$ cat config.mk
export PLATFORM = sky130hd
export DESIGN_NAME = sync_length_frame_parser_core
export DESIGN_NICKNAME = d
export VERILOG_FILES = /design/src/rtl/core/sflp_pkg.sv /design/src/rtl/core/sync_length_frame_parser_core.sv /design/src/rtl/core/sflp_deframer.sv
export VERILOG_INCLUDE_DIRS = /design/src /design/src/rtl/core
export SDC_FILE = /design/constraint.sdc
export NUM_CORES = 1
export LEC_CHECK = 0
export BUFFER_PORTS_ARGS = -buffer_cell sky130_fd_sc_hd__buf_2
export CORE_ASPECT_RATIO = 0.6
export CORE_MARGIN = 1
export CORE_UTILIZATION = 40
export DETAILED_ROUTE_END_ITERATION = 8
export HOLD_SLACK_MARGIN = 0.12
export SKIP_LAST_GASP = 1
export SYNTH_ARGS = -nofsm -noshare
export SYNTH_HDL_FRONTEND = slang
export SYNTH_SLANG_ARGS = --single-unit
$ cat constraint.sdc
create_clock -name i_clk -period 5.1 [get_ports i_clk]
set_clock_uncertainty 0.05 [all_clocks]
set_input_delay 0.765 -clock i_clk [delete_from_list [all_inputs] [get_ports i_clk]]
set_output_delay 0.765 -clock i_clk [all_outputs]
set_load 0.005 [all_outputs]
$ cat src/rtl/core/assert_macros.svh
// Assertion macros shared by the deframer RTL.
`ifndef ASSERT_MACROS_SVH
`define ASSERT_MACROS_SVH

`ifndef NO_ASSERTIONS

// Check a property on every rising edge outside reset.
`define SFLP_ASSERT(label, clk, rst_n, prop) \
    label: assert property (@(posedge clk) disable iff (!rst_n) prop) \
        else $error("sflp assertion failed");

// Check that a condition never holds outside reset.
`define SFLP_NEVER(label, clk, rst_n, cond) \
    label: assert property (@(posedge clk) disable iff (!rst_n) !(cond)) \
        else $error("sflp forbidden condition seen");

`else

`define SFLP_ASSERT(label, clk, rst_n, prop)
`define SFLP_NEVER(label, clk, rst_n, cond)

`endif

`endif

$ cat src/rtl/core/sflp_pkg.sv
// Types and constants of the sync-word length-prefixed deframer.
`timescale 1ns / 1ps

package sflp_pkg;

    localparam int unsigned BYTE_W = 8;
    localparam int unsigned HALF_W = 16;
    localparam int unsigned SYNC_W = 32;

    // Body bytes that carry id and type ahead of the payload.
    localparam logic [HALF_W-1:0] HDR_BYTES = 16'd3;

    typedef enum logic [3:0] {
        PH_HUNT   = 4'b0001,
        PH_LEN_HI = 4'b0010,
        PH_LEN_LO = 4'b0100,
        PH_BODY   = 4'b1000
    } t_phase;

    typedef struct packed {
        logic [HALF_W-1:0] frame_id;
        logic [BYTE_W-1:0] frame_type;
        logic [BYTE_W-1:0] payload_byte;
        logic              has_data;
        logic              last;
    } t_result;

endpackage

$ cat src/rtl/core/sync_length_frame_parser_core.sv
// Top level of the sync-word length-prefixed deframer.
`timescale 1ns / 1ps
`include "assert_macros.svh"

//  channel | direction | handshake               | payload
//  --------+-----------+-------------------------+--------------------------------
//  in      | sink      | i_in_valid / o_in_ready | i_rx_byte
//  out     | source    | o_out_valid / i_out_ready | o_frame_id, o_frame_type,
//          |           |                         | o_payload_byte, o_has_data, o_last
//  cfg     | sink      | i_cfg_valid / o_cfg_ready | i_cfg_data (sync word)
//
//  One byte per cycle sustained while the result register is not stalled. A
//  request sits in the input register while the decode runs, and the result
//  register loads the decoded result once it is free or draining. Reset is
//  synchronous and active low; it puts the hunt back to an empty window. When
//  the result register stalls, an empty input register still takes one more
//  byte, then ready drops until the result is taken. A sync word write waits
//  until the input register is empty.

module sync_length_frame_parser_core
    import sflp_pkg::*;
(
    input  logic              i_clk,
    input  logic              i_rst_n,
    input  logic              i_in_valid,
    output logic              o_in_ready,
    input  logic [BYTE_W-1:0] i_rx_byte,
    output logic              o_out_valid,
    input  logic              i_out_ready,
    output logic [HALF_W-1:0] o_frame_id,
    output logic [BYTE_W-1:0] o_frame_type,
    output logic [BYTE_W-1:0] o_payload_byte,
    output logic              o_has_data,
    output logic              o_last,
    input  logic              i_cfg_valid,
    output logic              o_cfg_ready,
    input  logic [SYNC_W-1:0] i_cfg_data
);

    // Sync word register; writes land only while the input register is empty.
    logic [SYNC_W-1:0] r_sync_word;

    // Input register: holds one accepted request.
    logic              r_in_valid;
    logic [BYTE_W-1:0] r_in_byte;

    // Result register.
    logic              r_out_valid;
    t_result           r_out;

    logic              w_stage_adv;
    logic              w_decode_adv;
    logic              w_res_valid;
    t_result           w_res;
    logic              w_in_stall;
    logic              w_out_stall;

    // Advance the decode stage whenever the result register is free or draining.
    assign w_stage_adv  = !r_out_valid || i_out_ready;
    assign w_decode_adv = r_in_valid && w_stage_adv;

    // Take a new request when the input register is empty or moves on.
    assign o_in_ready   = !r_in_valid || w_stage_adv;
    // Hold a sync word write until no request waits in the input register.
    assign o_cfg_ready  = !r_in_valid;

    assign w_in_stall   = r_in_valid && !w_stage_adv;
    assign w_out_stall  = r_out_valid && !i_out_ready;

    always_ff @(posedge i_clk) begin
        if (!i_rst_n) begin
            r_sync_word <= '0;
        end else if (i_cfg_valid && o_cfg_ready) begin
            r_sync_word <= i_cfg_data;
        end
    end

    always_ff @(posedge i_clk) begin
        if (!i_rst_n) begin
            r_in_valid <= 1'b0;
        end else if (o_in_ready) begin
            r_in_valid <= i_in_valid;
        end
    end

    always_ff @(posedge i_clk) begin
        if (o_in_ready && i_in_valid) begin
            r_in_byte <= i_rx_byte;
        end
    end

    sflp_deframer u_deframer (
        .i_clk       (i_clk),
        .i_rst_n     (i_rst_n),
        .i_adv       (w_decode_adv),
        .i_byte      (r_in_byte),
        .i_sync_word (r_sync_word),
        .o_res_valid (w_res_valid),
        .o_res       (w_res)
    );

    // Load the result register; a byte without a result leaves it empty.
    always_ff @(posedge i_clk) begin
        if (!i_rst_n) begin
            r_out_valid <= 1'b0;
        end else if (w_stage_adv) begin
            r_out_valid <= w_decode_adv && w_res_valid;
        end
    end

    always_ff @(posedge i_clk) begin
        if (w_decode_adv) begin
            r_out <= w_res;
        end
    end

    assign o_out_valid    = r_out_valid;
    assign o_frame_id     = r_out.frame_id;
    assign o_frame_type   = r_out.frame_type;
    assign o_payload_byte = r_out.payload_byte;
    assign o_has_data     = r_out.has_data;
    assign o_last         = r_out.last;

    `SFLP_ASSERT(a_stalled_byte_held, i_clk, i_rst_n, w_in_stall |=> (r_in_valid && $stable(r_in_byte)))
    `SFLP_ASSERT(a_stalled_result_held, i_clk, i_rst_n, w_out_stall |=> (r_out_valid && $stable(r_out)))
    `SFLP_NEVER(a_no_drop_on_full, i_clk, i_rst_n, i_in_valid && o_in_ready && r_in_valid && !w_decode_adv)

endmodule

$ cat src/rtl/core/sflp_deframer.sv
// Frame state and per-byte decode: sync hunt, length, header and payload.
`timescale 1ns / 1ps
`include "assert_macros.svh"

module sflp_deframer
    import sflp_pkg::*;
(
    input  logic              i_clk,
    input  logic              i_rst_n,
    input  logic              i_adv,
    input  logic [BYTE_W-1:0] i_byte,
    input  logic [SYNC_W-1:0] i_sync_word,
    output logic              o_res_valid,
    output t_result           o_res
);

    t_phase              r_phase,  n_phase;
    logic [23:0]         r_window, n_window;
    logic [1:0]          r_fill,   n_fill;
    logic [HALF_W-1:0]   r_len,    n_len;
    logic [HALF_W-1:0]   r_pos,    n_pos;
    logic [HALF_W-1:0]   r_id,     n_id;
    logic [BYTE_W-1:0]   r_type,   n_type;

    logic [SYNC_W-1:0]   w_cand;
    logic [HALF_W-1:0]   w_len_full;
    logic [HALF_W:0]     w_pos_inc;
    logic                w_done;
    logic                w_hdr_pos;
    logic                w_short;

    assign w_cand     = {r_window, i_byte};
    assign w_len_full = {r_len[HALF_W-1:BYTE_W], i_byte};
    assign w_pos_inc  = {1'b0, r_pos} + {{HALF_W{1'b0}}, 1'b1};
    assign w_done     = (w_pos_inc >= {1'b0, r_len});
    assign w_hdr_pos  = (r_pos < HDR_BYTES);
    assign w_short    = (r_len < HDR_BYTES);

    always_comb begin
        n_phase     = r_phase;
        n_window    = r_window;
        n_fill      = r_fill;
        n_len       = r_len;
        n_pos       = r_pos;
        n_id        = r_id;
        n_type      = r_type;
        o_res_valid = 1'b0;
        o_res       = '0;

        case (r_phase)
            PH_HUNT: begin
                if ((r_fill == 2'd3) && (w_cand == i_sync_word)) begin
                    n_phase  = PH_LEN_HI;
                    n_window = '0;
                    n_fill   = 2'd0;
                end else begin
                    n_window = w_cand[23:0];
                    if (r_fill != 2'd3) begin
                        n_fill = r_fill + 2'd1;
                    end
                end
            end
            PH_LEN_HI: begin
                n_len   = {i_byte, {BYTE_W{1'b0}}};
                n_phase = PH_LEN_LO;
            end
            PH_LEN_LO: begin
                n_len  = w_len_full;
                n_pos  = '0;
                n_id   = '0;
                n_type = '0;
                if (w_len_full == '0) begin
                    o_res_valid      = 1'b1;
                    o_res.last       = 1'b1;
                    n_phase          = PH_HUNT;
                    n_window         = '0;
                    n_fill           = 2'd0;
                end else begin
                    n_phase = PH_BODY;
                end
            end
            PH_BODY: begin
                if (r_pos == 16'd0) begin
                    n_id = {i_byte, {BYTE_W{1'b0}}};
                end else if (r_pos == 16'd1) begin
                    n_id = {r_id[HALF_W-1:BYTE_W], i_byte};
                end else if (r_pos == 16'd2) begin
                    n_type = i_byte;
                end else begin
                    o_res_valid        = 1'b1;
                    o_res.frame_id     = r_id;
                    o_res.frame_type   = r_type;
                    o_res.payload_byte = i_byte;
                    o_res.has_data     = 1'b1;
                    o_res.last         = w_done;
                end
                // Body no longer than the header: one empty result, id and type only if complete.
                if (w_hdr_pos && w_done) begin
                    o_res_valid = 1'b1;
                    o_res.last  = 1'b1;
                    if (!w_short) begin
                        o_res.frame_id   = r_id;
                        o_res.frame_type = i_byte;
                    end
                end
                if (w_done) begin
                    n_phase  = PH_HUNT;
                    n_window = '0;
                    n_fill   = 2'd0;
                    n_pos    = '0;
                end else begin
                    n_pos = w_pos_inc[HALF_W-1:0];
                end
            end
            default: begin
                n_phase = PH_HUNT;
                n_fill  = 2'd0;
            end
        endcase
    end

    always_ff @(posedge i_clk) begin
        if (!i_rst_n) begin
            r_phase <= PH_HUNT;
            r_fill  <= 2'd0;
            r_pos   <= '0;
        end else if (i_adv) begin
            r_phase <= n_phase;
            r_fill  <= n_fill;
            r_pos   <= n_pos;
        end
    end

    always_ff @(posedge i_clk) begin
        if (i_adv) begin
            r_window <= n_window;
            r_len    <= n_len;
            r_id     <= n_id;
            r_type   <= n_type;
        end
    end

    `SFLP_ASSERT(a_fill_only_hunt, i_clk, i_rst_n, (r_phase != PH_HUNT) |-> (r_fill == 2'd0))
    `SFLP_NEVER(a_data_only_body, i_clk, i_rst_n, o_res_valid && o_res.has_data && (r_phase != PH_BODY))
    `SFLP_ASSERT(a_last_ends_frame, i_clk, i_rst_n, (i_adv && o_res_valid && o_res.last) |=> (r_phase == PH_HUNT))

endmodule

* Word-level counts from Yosys, hierarchy flattened *
Index checks and enable logic that the tools add are counted.

cells by class
  shift-type cells = 0
  div/mod/pow operators = 0
  add/subtract/negate cells = 2
  reductions and logical operators = 26
  multipliers = 0
  magnitude comparators = 3
  bitwise operators = 3
  multiplexer cells = 36
  eq/ne operators = 18

operators by type and width
  operator                                                               number
  24-bit two-way mux                                                     5
  34-bit two-way mux                                                     3
  16-bit one-hot mux with 2 select lines                                 3
  24-bit one-hot mux with 3 select lines                                 1
  32-bit == test                                                         1
  16-bit zero test                                                       2
  16-bit by 2-bit < comparator with 1-bit output, second input constant  2
  16-bit two-way mux                                                     2
  8-bit two-way mux                                                      4
  16-bit by 1-bit adder with 17-bit output, second input constant        1
  17-bit by 16-bit greater-or-equal comparator with 1-bit output         1
  16-bit by 1-bit == test with 1-bit output, second input constant       1
  16-bit by 2-bit == test with 1-bit output, second input constant       1
  4-bit one-hot mux with 4 select lines                                  1
  8-bit one-hot mux with 2 select lines                                  1
  4-bit two-way mux                                                      3
  3-bit AND reduction                                                    4
  2-bit by 1-bit != test with 1-bit output, second input constant        5
  5-bit AND reduction                                                    2
  2-bit two-way mux                                                      4
  2-bit one-hot mux with 4 select lines                                  1
  1-bit logical AND                                                      6
  1-bit two-way mux                                                      6
  2-bit != test, second input constant                                   3
  other kinds (17)                                                       25

word-level totals
  ROM bits = 0
  memories kept = 0
  memory bits (writable) = 0
  bits in latches = 0
  logic and storage cells = 106
  bits in registers = 162
  input port bits = 45

* Depth between registers and ports, before layout *
Gate-level depths: netlist of run 1.

  depth after elaboration = 7
  mapped depth = 15
  gate-level depth less buffers = 14

* Cells and area by module *
From an unflattened synthesis of run 1, not the netlist that was laid out.

second synthesis, totals
  cell total of the unflattened synthesis = 658
  area, all modules = 7559.8 um2

modules (own cells, without submodules)
  module                         area an instance (um2)  cells each  times used  seq. area each (um2)
  sflp_deframer                  4889.7                  465         1           2362.3
  sync_length_frame_parser_core  2670.1                  193         1           1941.9

* Worst setup path after synthesis of run 1 *
Ideal clock, no wire load.

  kind = reg-to-reg
  from = register u_deframer.r_pos[6]
  to = register u_deframer.r_window[0] (enable)
  period minus slack after synthesis = 4770 ps
  data arrival time = 4278 ps
  data required time = 4608 ps
  path slack = 330 ps
  cell stages (with the launch flop) = 13
  library setup time = 442 ps
  path through = dfxtp_1 -> and4_1 -> and2_1 -> nand2_1 -> o21a_1 -> or2_2 -> ha_1 -> nand3_1 -> nor3_1 -> o311ai_0 -> nand4_1 -> nand2_1 -> a211oi_1

on the way
  cells in the longest elaborated chain, start to end = 4

RTL lines
  item                                                            RTL line              source
  start: declaration                                              sflp_deframer.sv:21   logic [HALF_W-1:0] r_pos, n_pos;
  start signal: assignment                                        sflp_deframer.sv:130  r_pos <= n_pos;
  16-bit by 1-bit adder with 17-bit output                        sflp_deframer.sv:34   assign w_pos_inc = {1'b0, r_pos} + {{HALF_W{1'b0}}, 1'b1};
  17-bit by 16-bit greater-or-equal comparator with 1-bit output  sflp_deframer.sv:35   assign w_done = (w_pos_inc >= {1'b0, r_len});
  2-bit by 1-bit != test with 1-bit output (no line)              -
  4-bit AND reduction (no line)                                   -
  end signal: assignment                                          sflp_deframer.sv:136  r_window <= n_window;
  end: declaration                                                sflp_deframer.sv:18   logic [23:0] r_window, n_window;

Every way passes these cells.
A chain may end at the register's enable or synchronous reset.

* Worst setup path after layout of run 1 *
  from = register u_deframer.r_pos[0]
  to = register u_deframer.r_pos[4]

on the way
  cells in the longest elaborated chain, start to end = 4

RTL lines
  item                                                            RTL line              source
  16-bit by 1-bit adder with 17-bit output *                      sflp_deframer.sv:34
  17-bit by 16-bit greater-or-equal comparator with 1-bit output  sflp_deframer.sv:35
  16-bit two-way mux *                                            sflp_deframer.sv:106  if (w_done) begin
  16-bit one-hot mux with 2 select lines *                        sflp_deframer.sv:50   case (r_phase)

Mark *: on every way between the ends. The rest lies on a longest branch, timed or not.

==> results.sh, run 1 <==
export IMPL_place_hpwl_um=11750
export IMPL_grt_pass1_wl_um=26630
export IMPL_clkSinkCount=162
export IMPL_synthCells=690
export IMPL_area_delta_synth_final_pct=17.66
export IMPL_setup_tns_ns=0
export IMPL_final_period_utilization=0.8336
export IMPL_hold_buffers=0
export IMPL_r2r_end="u_deframer.r_pos[4]$_SDFFE_PN0P_"
export IMPL_synth_area_per_cell_um2=10.74
export IMPL_synth_edf_count=106
export IMPL_start_util=0.4091
export IMPL_finalSetupViolCount=0
export IMPL_portBuffers=81
export IMPL_avgRoutedWirePerCell_um=16.30
export IMPL_ys_warn_count=0
export IMPL_reg2reg_from="u_deframer.r_pos[0]$_SDFFE_PN0P_"
export IMPL_endpoint="u_deframer.r_pos[4]$_SDFFE_PN0P_"
export IMPL_maxSlewViolCount=0
export IMPL_cp_required_ns=5.40
export IMPL_num_fill_cells=1651
export IMPL_startpoint="u_deframer.r_pos[0]$_SDFFE_PN0P_"
export IMPL_die_w_um=177.7
export IMPL_postCtsSetupBuffers=0
export IMPL_clk_pin_slew_ns=0.07
export IMPL_wl_um=16680
export IMPL_clock_latency_ns=0.43
export IMPL_crit_type="register to register"
export IMPL_synth_cell_area_um2=7411
export IMPL_fp_dieH_um=107.4
export IMPL_p_leak_nw=3.442
export IMPL_cts_buffers=17
export IMPL_dr_total_vias=5215
export IMPL_whs_ns=0.4201
export IMPL_clock_path_buffers=2
export IMPL_worstRegToRegCells=13
export IMPL_cp_start_kind="register"
export IMPL_synth_nets=756
export IMPL_root_buffer="clkbuf_16"
export IMPL_crit_path_end_kind="register"
export IMPL_outcome="complete, no violations"
export IMPL_hold_class="register to register"
export IMPL_nets=836
export IMPL_gp_congestion=0.8244
export IMPL_cts_tree="yes"
export IMPL_drc=0
export IMPL_grt_antenna_before_repair=0
export IMPL_ys_async_sr_fraction=0
export IMPL_cts_resized=0
export IMPL_grt_max_degree=62
export IMPL_maxSlewHeadroom=0.2160
export IMPL_r2r_setup_slack_ns=0.85
export IMPL_fmax_mhz=235.2
export IMPL_grt_overflow=0
export IMPL_ios=82
export IMPL_vias_per_cell=5.098
export IMPL_grt_pass1_vias=5036
export IMPL_drv_cap=0
export IMPL_grtUsageTotal=0.1845
export IMPL_peakVddDrop_v=0.0002013
export IMPL_drt_iter0_drc=377
export IMPL_power_density_nw_per_um2=335.9
export IMPL_yosysSeqAreaShare=0.5808
export IMPL_synth_flop_cell="edfxtp_1"
export IMPL_drive_above_1_share=0.1788
export IMPL_die_area_um2=19090
export IMPL_fin_crit_ns=4.251
export IMPL_placed_area_um2=8087
export IMPL_num_antenna_cells=0
export IMPL_fin_area_um2=8720
export IMPL_rsz0062_at_grt="false"
export IMPL_first_pass_iters=6
export IMPL_ys_types=46
export IMPL_coreArea_um2=18110
export IMPL_arrival_ns=4.55
export IMPL_cts_htree_levels=4
export IMPL_postRouteAntennaNets=0
export IMPL_tightest_slew_ns=1.171
export IMPL_synth_seq_cells=162
export IMPL_num_rows=38
export IMPL_critPathMaxFanout=16
export IMPL_hold_viol_final=0
cells in the mapped netlist, types with 13 or more instances:
| cell | count | area share |
|---|---|---|
| nand2_1 | 108 | 0.055 |
| edfxtp_1 | 106 | 0.43 |
| dfxtp_1 | 56 | 0.15 |
| and2_1 | 55 | 0.046 |
| a21boi_0 | 43 | 0.044 |
| nor2_1 | 34 | 0.017 |
| inv_1 | 29 | 0.015 |
| nor2b_1 | 26 | 0.022 |
| o21ai_0 | 25 | 0.017 |
| xnor2_1 | 25 | 0.030 |
| clkbuf_1 | 24 | 0.012 |
| ha_1 | 21 | 0.035 |
| nand4_1 | 20 | 0.017 |
| a21oi_1 | 15 | 0.010 |
| nand3_1 | 15 | 0.010 |
| nor4_1 | 13 | 0.011 |
registers in the layout, summed over array words and instances, names as in the netlist, 8 cells and up:
signal and count:
u_deframer.r_id 16, u_deframer.r_pos 16, o_payload_byte 8, u_deframer.r_len 16
u_deframer.r_window 24, r_in_byte 8, o_frame_id 16, u_deframer.r_type 8
r_sync_word 32, o_frame_type 8
cell families (layout without fill, tap and decap cells):
logic type	after synthesis	after routing	synth area share
simple gates	305	305	0.2122
flops	162	162	0.5808
compound gates	107	107	0.09674
buf+inv	57	150	0.02971
xor+xnor	37	37	0.04373
fa+ha+maj	21	21	0.03545
mux	1	1	0.001351
where the power goes:
group          switching, mW  internal, mW
Combinational         0.0595        0.0519
Clock                  0.608         0.755
Sequential            0.0301          1.42
layer usage:
metal  vias to the layer above  wire, um  track usage
li1                       2569         -            -
met1                      2496      8720       0.2801
met2                       139      6851       0.2603
met3                        11       992      0.04696
met4                         0       113      0.04090
met5                         -         0            0
cell type report:
cell class | instances | area, um2 | share of cell area
Clock buffer | 17 | 425.4 | 0.04879
Clock inverter | 15 | 207.7 | 0.02382
Inverter | 29 | 108.9 | 0.01248
Multi-Input combinational cell | 471 | 2908 | 0.3335
Sequential cell | 162 | 4304 | 0.4936
Tap cell | 240 | 300.3 | 0.03444
Timing Repair Buffer | 89 | 465.4 | 0.05338
critical path: stages, from the launching register on:
cell      delay, ns
dfxtp_1        0.46
ha_1           0.26
and4_1         0.30
and3_1         0.26
nand4_1        0.13
xnor2_1        0.23
ha_1           0.29
a21o_1         0.19
a21oi_1        0.14
o21a_1         0.14
nand4_1        0.36
nor3_2         0.92
a21bo_2        0.30
a21boi_0       0.14
cell usage in the layout (no fill, tap or decap), types with 9 or more instances in the layout:
cell type and n:
nand2_1 108, edfxtp_1 106, buf_2 81, dfxtp_1 56
and2_1 55, a21boi_0 43, nor2_1 34, inv_1 29
xnor2_1 25, nor2b_1 25, o21ai_0 25, ha_1 21
nand4_1 20, clkbuf_16 17, nand3_1 15, a21oi_1 15
nor4_1 13, xor2_1 12, or2_2 9
how the worst min path moves through the flow:
stage | startpoint | to | slack (ns) | depth (start not counted)
floorplan | u_deframer.r_fill[1]$_SDFFE_PN0P_ | u_deframer.r_fill[1]$_SDFFE_PN0P_ | 0.39 | 2
global placement | u_deframer.r_fill[1]$_SDFFE_PN0P_ | u_deframer.r_fill[1]$_SDFFE_PN0P_ | 0.40 | 2
detailed placement | u_deframer.r_fill[1]$_SDFFE_PN0P_ | u_deframer.r_fill[1]$_SDFFE_PN0P_ | 0.41 | 2
CTS | u_deframer.r_fill[1]$_SDFFE_PN0P_ | u_deframer.r_fill[1]$_SDFFE_PN0P_ | 0.42 | 2
global route | i_rx_byte[6] | r_in_byte[6]$_DFFE_PP_ | 0.44 | 1
finish | u_deframer.r_fill[1]$_SDFFE_PN0P_ | u_deframer.r_fill[1]$_SDFFE_PN0P_ | 0.42 | 2
per-stage QoR:
stage / instances / power [mW] / setup slack [ns] / util
3_3_place_gp: 991 / 1.590 / 1.091 / 0.4464
6_report: 1023 / 2.929 / 0.8489 / 0.4814
4_1_cts: 1023 / 2.942 / 0.8661 / 0.4814
3_5_place_dp: 991 / 1.594 / 0.8970 / 0.4464
2_1_floorplan: 690 / 1.541 / 0.3296 / -
5_1_grt: 1023 / 3.012 / 0.4357 / 0.4814
Power figures use the tool's default switching activity.
==> run 2, diff against run 1 <==
==> constraint.sdc (replaced) <==
create_clock -name i_clk -period 4.1 [get_ports i_clk]
set_clock_uncertainty 0.05 [all_clocks]
set_input_delay 0.615 -clock i_clk [delete_from_list [all_inputs] [get_ports i_clk]]
set_output_delay 0.615 -clock i_clk [all_outputs]
set_load 0.005 [all_outputs]
==> run 2 against run 1 <==
Against the previous run:
- count of clock-buffer cells in the layout unchanged
- sequential share of layout area is 0.19 points lower
- sequential cell count unchanged
- via count is 1.8% higher
- hold slack lost 0.12 ns
- critical path type unchanged
- worst setup slack lost 0.56 ns
- wire length is 0.84% higher
- cell count is 0.39% higher
- final area rose by 0.39%
- combinational power up 27%
- critical endpoint is now u_deframer.r_window[1]$_SDFFCE_PP0P_
- register-to-register slack got worse by 0.56 ns
- highest routed layer unchanged
- clock power rose by 21%
==> results.sh, run 2 (synthesis results as in run 1) <==
export IMPL_place_hpwl_um=12000
export IMPL_p_total_mw=3.585
export IMPL_final_core_util=0.4832
export IMPL_worst_slack_ns=0.2931
export IMPL_cts_htree_levels=4
export IMPL_nets=839
export IMPL_die_area_um2=19090
export IMPL_whs_ns=0.2998
export IMPL_whs_path_depth=1
export IMPL_final_common_cell="nand2_1"
export IMPL_coreArea_um2=18110
export IMPL_ios=82
export IMPL_clkSinkCount=162
export IMPL_rsz0062_at_grt="false"
export IMPL_drt_iter0_drc=593
export IMPL_grt_pass1_wl_um=26910
export IMPL_avgRoutedWirePerCell_um=16.38
export IMPL_grt_pass1_vias=5119
export IMPL_critPathMaxFanout=24
export IMPL_gp_congestion=0.8574
export IMPL_peakVddDrop_v=0.0002868
export IMPL_fmax_mhz=262.7
export IMPL_maxSlewHeadroom=0.1948
export IMPL_vias_per_cell=5.170
export IMPL_drv_cap=0
export IMPL_p_leak_nw=3.457
export IMPL_num_rows=38
export IMPL_endpoint="u_deframer.r_window[1]$_SDFFCE_PP0P_"
export IMPL_drive_above_1_share=0.1832
export IMPL_layout_common_cells="108 x nand2_1, 106 x edfxtp_1, 81 x buf_2, 56 x dfxtp_1, 55 x and2_1"
export IMPL_cts_buffers=17
export IMPL_grt_use_met2=0.2673
export IMPL_worstRegToRegCells=15
export IMPL_use_met3=0.04520
export IMPL_crit_path_end_kind="register"
export IMPL_grtUsageTotal=0.1868
export IMPL_cp_num_cells=15
export IMPL_start_util=0.4091
export IMPL_grt_util_met1=0.2804
export IMPL_die_w_um=177.7
export IMPL_outcome="complete, no violations"
export IMPL_tightest_slew_ns=1.198
export IMPL_stdcell_count=1027
export IMPL_hold_buffers=0
export IMPL_arrival_ns=3.89
export IMPL_fp_dieH_um=107.4
export IMPL_slowest_stage="dfxtp_1"
export IMPL_hp_start="i_rx_byte[4]"
export IMPL_cts_tree="yes"
export IMPL_maxSlewViolCount=0
export IMPL_critPathBufInv=2
export IMPL_r2r_setup_slack_ns=0.29
export IMPL_fin_crit_ns=3.807
export IMPL_root_buffer="clkbuf_16"
export IMPL_hold_viol_final=0
export IMPL_fin_area_um2=8753
export IMPL_cp_required_ns=4.19
export IMPL_largest_register_ffs=32
export IMPL_crit_type="register to register"
export IMPL_clock_path_buffers=2
export IMPL_grt_overflow=0
export IMPL_clock_latency_ns=0.43
export IMPL_critical_path_max_stage_delay_ns=0.46
export IMPL_wl_um=16820
export IMPL_first_pass_iters=5
export IMPL_grt_max_degree=62
export IMPL_postRouteAntennaNets=0
export IMPL_drc=0
export IMPL_portBuffers=81
export IMPL_dpl_worst_slack_ns=0.1325
export IMPL_crit_chain="nand2_1 > nor2_1 > and2_1 > nand2_1 > o21a_1 > or2_2 > ha_1 > nand3_1 > nor3_2 > o311ai_0 > nand4_1 > buf_4 > nand2_1 > a211oi_4 > buf_12"
export IMPL_area_delta_synth_final_pct=18.12
export IMPL_regMostFlops="r_sync_word"
export IMPL_hold_class="primary input to register"
export IMPL_startpoint="u_deframer.r_pos[0]$_SDFFE_PN0P_"
export IMPL_placed_area_um2=8107
export IMPL_grt_busiest_layer="met1"
export IMPL_dr_total_vias=5310
export IMPL_dp_cells=992
export IMPL_clk_pin_slew_ns=0.07
export IMPL_power_density_nw_per_um2=409.5
export IMPL_setup_tns_ns=0
export IMPL_final_period_utilization=0.9285
export IMPL_finalSetupViolCount=0
export IMPL_reg2reg_from="u_deframer.r_pos[0]$_SDFFE_PN0P_"
export IMPL_path_delay_family="simple AND/OR/NAND/NOR gates"
export IMPL_cp_start_kind="register"
export IMPL_critPathMostFrequentCell="nand2_1"
export IMPL_grt_antenna_before_repair=1
export IMPL_r2r_end="u_deframer.r_window[1]$_SDFFCE_PP0P_"
export IMPL_reg_largest_list="r_sync_word x32, u_deframer.r_window x24"
[run 2: cell types whose count changed in the layout (fill, tap and decap cells not counted), sizes merged]
cell,before,now
buf,89,92
bufinv,2,0
clkinv,5,7
clkinvlp,1,0
diode,0,1
inv,36,37
[run 2: routing by layer]
layer	vias to the layer above	routed length, um
met5	-	0
met4	0	137
met3	13	863
met2	136	7042
met1	2587	8775
li1	2574	-
[run 2: worst min-delay path by stage]
stage | endpoint | slack [ns]
floorplan | u_deframer.r_fill[1]$_SDFFE_PN0P_ | 0.39
global placement | u_deframer.r_fill[1]$_SDFFE_PN0P_ | 0.40
detailed placement | r_sync_word[12]$_SDFFE_PN0P_ | 0.43
CTS | r_in_byte[4]$_DFFE_PP_ | 0.28
global route | r_in_byte[4]$_DFFE_PP_ | 0.29
finish | r_in_byte[4]$_DFFE_PP_ | 0.30
[run 2: worst reg2reg max path: cells and delay by family (launching register included)]
kind,cells,cell delay [ns]
buffers and inverters,2,0.39
AOI/OAI and AO/OA,3,0.70
adders and majority gates,1,0.30
and+or+nand+nor,9,1.62
DFF,1,0.46
[run 2: cell type report]
type	count	area (um2)
diodes	1	2.502
clock buffers	17	425.4
clock inverters	15	198.9
fillers	1630	9361
inverters	29	108.9
multi-input cells	471	2913
flip-flops and latches	162	4304
well taps	240	300.3
repair buffers	92	500.5
[run 2: power by group]
part           internal, mW  switching [mW]
combinational        0.0665          0.0746
clock                 0.840           0.796
sequential             1.77          0.0365
total                  2.68           0.907
[run 2: repair_timing]
action,in CTS,in global routing
endpoints found under the setup margin,0,51
gates resized for setup,0,1
setup buffers,0,2
